[config.mk]
export PLATFORM = sky130hd
export DESIGN_NAME = top_k_sorted_tracker_core
export DESIGN_NICKNAME = d
export VERILOG_FILES = /design/src/rtl/tkst_pkg.sv /design/src/rtl/tkst_cell.sv /design/src/rtl/top_k_sorted_tracker_core.sv
export SDC_FILE = /design/constraint.sdc
export NUM_CORES = 2
export LEC_CHECK = 0
export ABC_AREA = 0
export BUFFER_PORTS_ARGS = -buffer_cell sky130_fd_sc_hd__buf_2
export CAP_MARGIN = 10
export CORE_MARGIN = 2
export CORE_UTILIZATION = 50
export DETAILED_ROUTE_END_ITERATION = 7
export GPL_TIMING_DRIVEN = 1
export PLACE_DENSITY = 0.68
export SLEW_MARGIN = 25
export SYNTH_ARGS = -nofsm -noshare
export SYNTH_HDL_FRONTEND = slang
export SYNTH_SLANG_ARGS = --single-unit
[constraint.sdc]
create_clock -name clk -period 6.9 [get_ports clk]
set_input_delay 0.345 -clock clk [delete_from_list [all_inputs] [get_ports clk]]
set_output_delay 0.345 -clock clk [all_outputs]
set_load 0.005 [all_outputs]
[src/rtl/tkst_pkg.sv]
// shared types and constants for the top-k sorted tracker
`default_nettype none

package tkst_pkg;

    localparam int unsigned COUNT_W  = 32;
    localparam int unsigned SOURCE_W = 16;
    localparam int unsigned HANDLE_W = 32;
    localparam int unsigned FORM_W   = 32;
    localparam int unsigned RANK_W   = 3;

    // one input item
    typedef struct packed {
        logic [COUNT_W-1:0]  entry_count;
        logic [SOURCE_W-1:0] source_id;
        logic [HANDLE_W-1:0] handle_sample;
        logic [FORM_W-1:0]   form_sample;
        logic                final_entry;
    } entry_t;

    // one result item
    typedef struct packed {
        logic [RANK_W-1:0]   rank;
        logic [COUNT_W-1:0]  ranked_count;
        logic [SOURCE_W-1:0] ranked_source;
        logic [HANDLE_W-1:0] ranked_handle;
        logic [FORM_W-1:0]   ranked_form;
        logic                last_rank;
    } ranked_t;

    // contents of one slot of the list
    typedef struct packed {
        logic [COUNT_W-1:0]  count;
        logic [SOURCE_W-1:0] source;
        logic [HANDLE_W-1:0] handle;
        logic [FORM_W-1:0]   form;
    } slot_t;

    // control broadcast to every cell
    typedef struct packed {
        logic insert;
        logic shift;
    } cell_ctrl_t;

    typedef enum logic {
        ST_COLLECT,
        ST_EMIT
    } state_t;

endpackage

`default_nettype wire

[src/rtl/tkst_cell.sv]
// one slot of the sorted list: compare, insert and shift
`default_nettype none

module tkst_cell
    import tkst_pkg::*;
(
    input  wire logic       clk,
    input  wire logic       rst_n,
    input  wire cell_ctrl_t ctrl,
    input  wire slot_t      new_slot,
    input  wire slot_t      left_slot,
    input  wire logic       left_gt,
    input  wire slot_t      right_slot,
    output slot_t           slot,
    output logic            gt
);

    slot_t slot_reg;
    slot_t slot_next;

    // new count beats the count held here
    assign gt   = new_slot.count > slot_reg.count;
    assign slot = slot_reg;

    always_comb
    begin
        slot_next = slot_reg;
        if (ctrl.shift)
        begin
            slot_next = right_slot;
        end
        else if (ctrl.insert && gt)
        begin
            // boundary cell takes the new entry, the rest move down one
            slot_next = left_gt ? left_slot : new_slot;
        end
    end

    always_ff @(posedge clk or negedge rst_n)
    begin
        if (!rst_n)
        begin
            slot_reg <= '0;
        end
        else
        begin
            slot_reg <= slot_next;
        end
    end

endmodule

`default_nettype wire

[src/rtl/top_k_sorted_tracker_core.sv]
// top level of the top-k sorted tracker: chain of slot cells and readout control
`default_nettype none

// Keeps the TOP_K entries with the largest nonzero counts in descending order,
// one cell per rank. Each accepted entry is compared against every cell at once
// and inserted in parallel: cells whose count it beats take their left
// neighbor's slot, and the first of them takes the new entry, so ties keep
// the earlier entry ahead. An entry that is zero or does not beat the last
// cell changes nothing. Non-final entries are accepted one per cycle outside
// a readout. The entry marked final is inserted as usual, then the chain shifts
// toward rank 0 once per output transfer, presenting cell 0 as the result; after
// TOP_K transfers the chain holds all zeros and input transfers resume. While
// those TOP_K output transfers are pending, entry_stall is high.

module top_k_sorted_tracker_core
    import tkst_pkg::*;
#(
    parameter int unsigned TOP_K = 6
)
(
    input  wire logic    clk,
    input  wire logic    rst_n,
    // input channel
    input  wire logic    entry_valid,
    output logic         entry_stall,
    input  wire entry_t  entry,
    // result channel
    output logic         rank_valid,
    input  wire logic    rank_stall,
    output ranked_t      ranked
);

    localparam int unsigned CNT_W = (TOP_K > 1) ? $clog2(TOP_K) : 1;
    localparam logic [CNT_W-1:0] LAST_RANK = CNT_W'(TOP_K - 1);

    state_t           state_reg;
    state_t           state_next;
    logic [CNT_W-1:0] rank_cnt_reg;
    logic [CNT_W-1:0] rank_cnt_next;

    logic       entry_xfer;
    logic       rank_xfer;
    logic       at_last;
    cell_ctrl_t ctrl;
    slot_t      new_slot;

    slot_t cell_slot [TOP_K];
    logic  cell_gt   [TOP_K];

    assign entry_xfer = entry_valid && !entry_stall;
    assign rank_xfer  = rank_valid && !rank_stall;
    assign at_last    = rank_cnt_reg == LAST_RANK;

    // incoming entry as a slot
    assign new_slot.count  = entry.entry_count;
    assign new_slot.source = entry.source_id;
    assign new_slot.handle = entry.handle_sample;
    assign new_slot.form   = entry.form_sample;

    // insert on every input transfer, shift toward rank 0 on every readout
    assign ctrl.insert = entry_xfer;
    assign ctrl.shift  = rank_xfer;

    // the chain of cells, rank 0 on the left
    for (genvar i = 0; i < TOP_K; i++)
    begin : g_cell
        slot_t left_slot;
        logic  left_gt;
        slot_t right_slot;

        if (i == 0)
        begin : g_head
            assign left_slot = new_slot;
            assign left_gt   = 1'b0;
        end
        else
        begin : g_body
            assign left_slot = cell_slot[i-1];
            assign left_gt   = cell_gt[i-1];
        end

        if (i == TOP_K - 1)
        begin : g_tail
            // zeros enter at the tail so the readout clears the list
            assign right_slot = '0;
        end
        else
        begin : g_mid
            assign right_slot = cell_slot[i+1];
        end

        tkst_cell u_cell (
            .clk        (clk),
            .rst_n      (rst_n),
            .ctrl       (ctrl),
            .new_slot   (new_slot),
            .left_slot  (left_slot),
            .left_gt    (left_gt),
            .right_slot (right_slot),
            .slot       (cell_slot[i]),
            .gt         (cell_gt[i])
        );
    end

    // next state
    always_comb
    begin
        state_next    = state_reg;
        rank_cnt_next = rank_cnt_reg;
        case (state_reg)
            ST_COLLECT:
            begin
                rank_cnt_next = '0;
                if (entry_xfer && entry.final_entry)
                begin
                    state_next = ST_EMIT;
                end
            end
            ST_EMIT:
            begin
                if (rank_xfer)
                begin
                    if (at_last)
                    begin
                        state_next    = ST_COLLECT;
                        rank_cnt_next = '0;
                    end
                    else
                    begin
                        rank_cnt_next = rank_cnt_reg + 1'b1;
                    end
                end
            end
            default:
            begin
                state_next    = ST_COLLECT;
                rank_cnt_next = '0;
            end
        endcase
    end

    // outputs
    always_comb
    begin
        entry_stall = 1'b0;
        rank_valid  = 1'b0;
        case (state_reg)
            ST_COLLECT:
            begin
                entry_stall = 1'b0;
                rank_valid  = 1'b0;
            end
            ST_EMIT:
            begin
                entry_stall = 1'b1;
                rank_valid  = 1'b1;
            end
            default:
            begin
                entry_stall = 1'b1;
                rank_valid  = 1'b0;
            end
        endcase
    end

    // result slot comes straight from cell 0, rank from the counter, stable while stalled
    assign ranked.rank          = RANK_W'(rank_cnt_reg);
    assign ranked.ranked_count  = cell_slot[0].count;
    assign ranked.ranked_source = cell_slot[0].source;
    assign ranked.ranked_handle = cell_slot[0].handle;
    assign ranked.ranked_form   = cell_slot[0].form;
    assign ranked.last_rank     = at_last;

    always_ff @(posedge clk or negedge rst_n)
    begin
        if (!rst_n)
        begin
            state_reg    <= ST_COLLECT;
            rank_cnt_reg <= '0;
        end
        else
        begin
            state_reg    <= state_next;
            rank_cnt_reg <= rank_cnt_next;
        end
    end

    // a final entry transfer starts the readout
    a_final_starts_readout: assert property (
        @(posedge clk) disable iff (!rst_n)
        (entry_xfer && entry.final_entry) |=> rank_valid
    ) else $error("readout did not start after final entry");

    // the last rank transfer ends the readout and leaves the list cleared
    a_last_rank_clears: assert property (
        @(posedge clk) disable iff (!rst_n)
        (rank_xfer && ranked.last_rank) |=> (!rank_valid && cell_slot[0].count == '0)
    ) else $error("list not cleared after last rank");

    // the chain stays in descending order of count
    for (genvar j = 0; j + 1 < TOP_K; j++)
    begin : g_order_chk
        a_sorted: assert property (
            @(posedge clk) disable iff (!rst_n)
            cell_slot[j].count >= cell_slot[j+1].count
        ) else $error("cell chain out of order");
    end

endmodule

`default_nettype wire
## After elaboration in Yosys (flattened, before gate mapping)

Index checks and enable logic that the tools add are counted.

- Flip-flop bits (word level): 676
- Input bits: 117
- Output and inout bits: 118
- Word-level logic and storage cells: 78

- Add/subtract/negate cells: 1
- Magnitude comparators: 6
- Equal/unequal tests: 2
- Multiplexer cells: 25
- Bitwise logic cells: 1
- Reduce and logical (&&, ||, !) cells: 17

Operators by type and width:

| operator | count |
|---|---|
| $mux W112 | 17 |
| $gt A32 B32 Y1 | 6 |
| $reduce_bool A2 Y1 | 6 |
| $logic_and A1 B1 Y1 | 9 |
| $mux W3 | 2 |
| $pmux W3 S2 | 1 |
| $pmux W1 S2 | 2 |
| $add A3 B1 Y3 const B | 1 |
| $eq A3 B3 Y1 const B | 1 |
| $mux W1 | 3 |
| $logic_not A1 Y1 | 2 |
| $ne A2 B1 Y1 const B | 1 |
| $not A1 Y1 | 1 |

## Depth between registers and ports, before layout

- Depth in word-level cells: 7
- Mapped depth: 11
- Mapped depth without buffers: 9

## Modules after synthesis

Synthesis repeated with hierarchy kept, for this count alone.

- Cells, all modules: 4394
- Area total of the unflattened synthesis: 44067.3 sq um

By module, submodules not included:

| module | instances | cells each | area an instance (sq um) | seq. area each (sq um) |
|---|---|---|---|---|
| tkst_cell (g_cell[0].u_cell ...) | 4 | 729 | 7214.4 | 2802.7 |
| tkst_cell (g_cell[4].u_cell ...) | 2 | 728 | 7497.2 | 2802.7 |
| top_k_sorted_tracker_core | 1 | 22 | 215.2 | 100.1 |

## Worst setup path before layout

OpenSTA, ideal clock, no wires.

- Path kind: register to register
- Start point: register g_cell[0].u_cell.slot_reg, in the netlist g_cell[0].u_cell.slot[107]
- End point: register g_cell[0].u_cell.slot_reg, in the netlist g_cell[0].u_cell.slot[22]
- Setup time: 0.128 ns
- Data arrival time: 2.419 ns
- Required time: 6.772 ns
- Slack: 4.353 ns
- Stages on the path, launching flop included: 12
- Buffers on the path: 2
- Period minus slack after synthesis: 2.547 ns
- Cell sequence: dfrtp_1 inv_1 ha_1 nand4_1 nor4_1 nand2_1 a31oi_1 o21ai_1 o21ai_1 buf_4 buf_4 mux2_1

- Longest elaborated chain between the ends: 3

RTL lines:

| what | RTL line | source |
|---|---|---|
| start: declaration | tkst_cell.sv:18 | `slot_t slot_reg;` |
| start signal: assignment | tkst_cell.sv:47 | `slot_reg <= slot_next;` |
| $gt A32 B32 Y1 | tkst_cell.sv:22 | `assign gt = new_slot.count > slot_reg.count;` |
| $logic_and A1 B1 Y1 | tkst_cell.sv:32 | `else if (ctrl.insert && gt)` |
| $reduce_bool A2 Y1 (no line) | -- |  |

Every way passes these cells.
A chain may end at the register's enable or synchronous reset.

## Worst setup path after layout

- Start point: register g_cell[0].u_cell.slot_reg, in the netlist g_cell[0].u_cell.slot[87]
- End point: register g_cell[1].u_cell.slot_reg, in the netlist g_cell[1].u_cell.slot[74]

- Longest elaborated chain between the ends: 4

RTL lines:

| what | RTL line | source |
|---|---|---|
| $gt A32 B32 Y1 | tkst_cell.sv:22 |  |
| $mux W112 | tkst_cell.sv:35 | `slot_next = left_gt ? left_slot : new_slot;` |
| $mux W112 | tkst_cell.sv:32 |  |
| $mux W112 | tkst_cell.sv:28 | `if (ctrl.shift)` |
| end signal: assignment | tkst_cell.sv:47 |  |
| end: declaration | tkst_cell.sv:18 |  |

Every way passes these cells. The select of a mux whose other input is x is not followed.

==> out/metrics.yaml <==
syn_area_um2: 39680
yosysMostFrequentCell: "mux2i_1"
cts.path.max_buffers: 3
die_h_um: 285.7
drc: 0
rows: 103
tightestPinTransition_ns: 1.077
syn_nets: 4331
ys_types: 57
yosys.area.top_type_share_pct: 42.63
hold_viol: 0
synth.avg_cell_area_um2: 9.866
p_leak_nw: 20.17
routed_via_density: 6.003
netlist_top_cells_area: "dfrtp_1 43%, mux2i_1 19%, ha_1 6.1%"
vdd_drop_max_v: 0.0004919
synth_flop_cell: "dfrtp_1"
netlist_top_cells_count: "734 x mux2i_1, 676 x dfrtp_1, 459 x nand2_1"
rsz0062_at_grt: "false"
slew_headroom_pct: 28.23
final_cells: 5194
start_kind: "register"
drt_iter0_drc: 2301
cp_data_arrival_time_ns: 4.97
timing.hold.ws_ns: 0.08317
wl_per_cell_um: 20.88
largest_reg_flops: 672
stdcell_area_um2: 43960
min_path_type: "in2reg"
yosys.area.top_type: "dfrtp_1"
finalMaxSlewViolations: 0
grt_max_degree: 201
worst_slack_ns: 2.436
min_period_over_period_pct: 64.70
placed_area_um2: 41430
portBuffers: 234
die_w_um: 285.7
cts_tree: "done"
utilization_pct: 55.82
routed-via-count: 31180
syn_to_final_growth_pct: 10.77
yosys_warnings: 0
max_freq_mhz: 224.0
io_pins: 235
numClockSinks: 676
cts_buffers: 78
dpl.hpwl_um: 64230
grt_overflow: 0
syn_inst: 4022
start_util_pct: 50.39
synth_edf_count: 0
antenna_left: 0
clk_pin_slew_ns: 0.06
die-area_um2: 81630
final_nets: 4396
ys_ff_latch: 676
first_global_vias: 30990
crit_required_ns: 7.40
seq_area_frac_synth_pct: 42.63
cts_max_level: 3
grt_pass1_wl_um: 176000
layout-drive-gt1-share_pct: 10.72
crit_fanout: 74
antenna_found_initial: 8
finClkSkew_ns: 0.02175
critPathKind: "reg2reg"
p_total_mw: 18.93
root_buffer: "clkbuf_16"
period_minus_slack_ns: 4.464
grt_usage_pct: 26.64
fin_setup_tns_ns: 0
async_flop_share_pct: 100.0
drt-pass1-iter-count: 6
setup-violations-final: 0
dp_cells: 5053
core_area_um2: 78740
power_density_nw_per_um2: 430.6
gp_congestion: 0.8870
max_cap_viol_count: 0
drt-total-wl_um: 108400
clk_latency_ns: 0.63
outcome: "finished, final reports clean"
place_ws_ns: 2.269
critPathCaptureType: "register"
cell type report:
cell class	count	area, µm²
antenna	2	5.005
clock buffer	111	2186
clock inverter	24	271.5
fill	6894	34790
inverter	275	1032
multi-input combinational	2774	20470
sequential	676	16920
tap	1050	1314
timing repair buffer	282	1760
placed cells by master, fill, tap and decap left out, types with 4 or more instances in the layout:
cell / count
clkinv_2: 14
clkbuf_16: 78
nand2b_1: 6
a21oi_1: 74
a21o_1: 19
clkbuf_1: 22
nand4_1: 41
mux2i_1: 734
nor4_1: 8
nand3_1: 212
dfrtp_1: 676
nand2_1: 458
buf_2: 233
buf_4: 28
mux2_1: 49
bufinv_16: 5
nor2_1: 235
o21ai_4: 4
nor2b_1: 7
a211oi_1: 85
buf_12: 15
clkbuf_8: 11
o221ai_1: 31
ha_1: 192
o21ai_0: 105
o211ai_1: 198
inv_1: 275
mux2_2: 32
nor3_1: 88
inv_6: 4
a221oi_1: 149
routing by layer:
layer	global-route usage [%]	share of wire, %
met5	0	0.042
met4	8.573	3.0
met3	3.732	5.0
met2	42.36	46
met1	37.67	46
worst paths after layout:
check                                                from                        end  slack [ns]  cells past startpoint
worst max-delay path            g_cell[0].u_cell.slot[87]  g_cell[1].u_cell.slot[74]        2.44                     11
worst min-delay path                           rank_stall                  state_reg        0.08                      3
worst max register to register  g_cell[0].u_cell.slot[87]  g_cell[1].u_cell.slot[74]        2.44                     11
worst min register to register  g_cell[5].u_cell.slot[32]  g_cell[4].u_cell.slot[32]        0.50                      2
max in group asynchronous                           rst_n  g_cell[1].u_cell.slot[66]        4.70                      4
min in group asynchronous                           rst_n  g_cell[0].u_cell.slot[98]        0.37                      2
repair_timing:
action / in CTS / in global routing
gates resized for setup: 0 / 0
setup buffers: 0 / 0
hold buffers: 3 / 0
hold endpoints to repair: 91 / 0
kinds of logic after synthesis:
kind of cell	Yosys count	synth area share [%]
DFF	676	42.63
buffers and inverters	572	6.158
muxes	815	20.81
AOI/OAI and AO/OA	695	12.67
adders and majority gates	192	6.054
and+or+nand+nor	1072	11.68
critical path, cell delays in order, from the launching register on:
cell	delay, ns
dfrtp_1	0.37
inv_1	0.06
ha_1	0.31
a21oi_1	0.15
o21ai_0	0.21
a221oi_1	0.74
a31oi_1	0.29
o21ai_4	0.33
buf_12	0.54
buf_4	0.78
mux2i_1	0.18
a221oi_1	0.30
where the power goes:
group | internal, mW | total [mW] | switching, mW
Clock | 2.39 | 4.10 | 1.72
Combinational | 3.46 | 8.20 | 4.74
Sequential | 5.44 | 6.63 | 1.19
No activity file was read; power rests on OpenSTA's default activity.
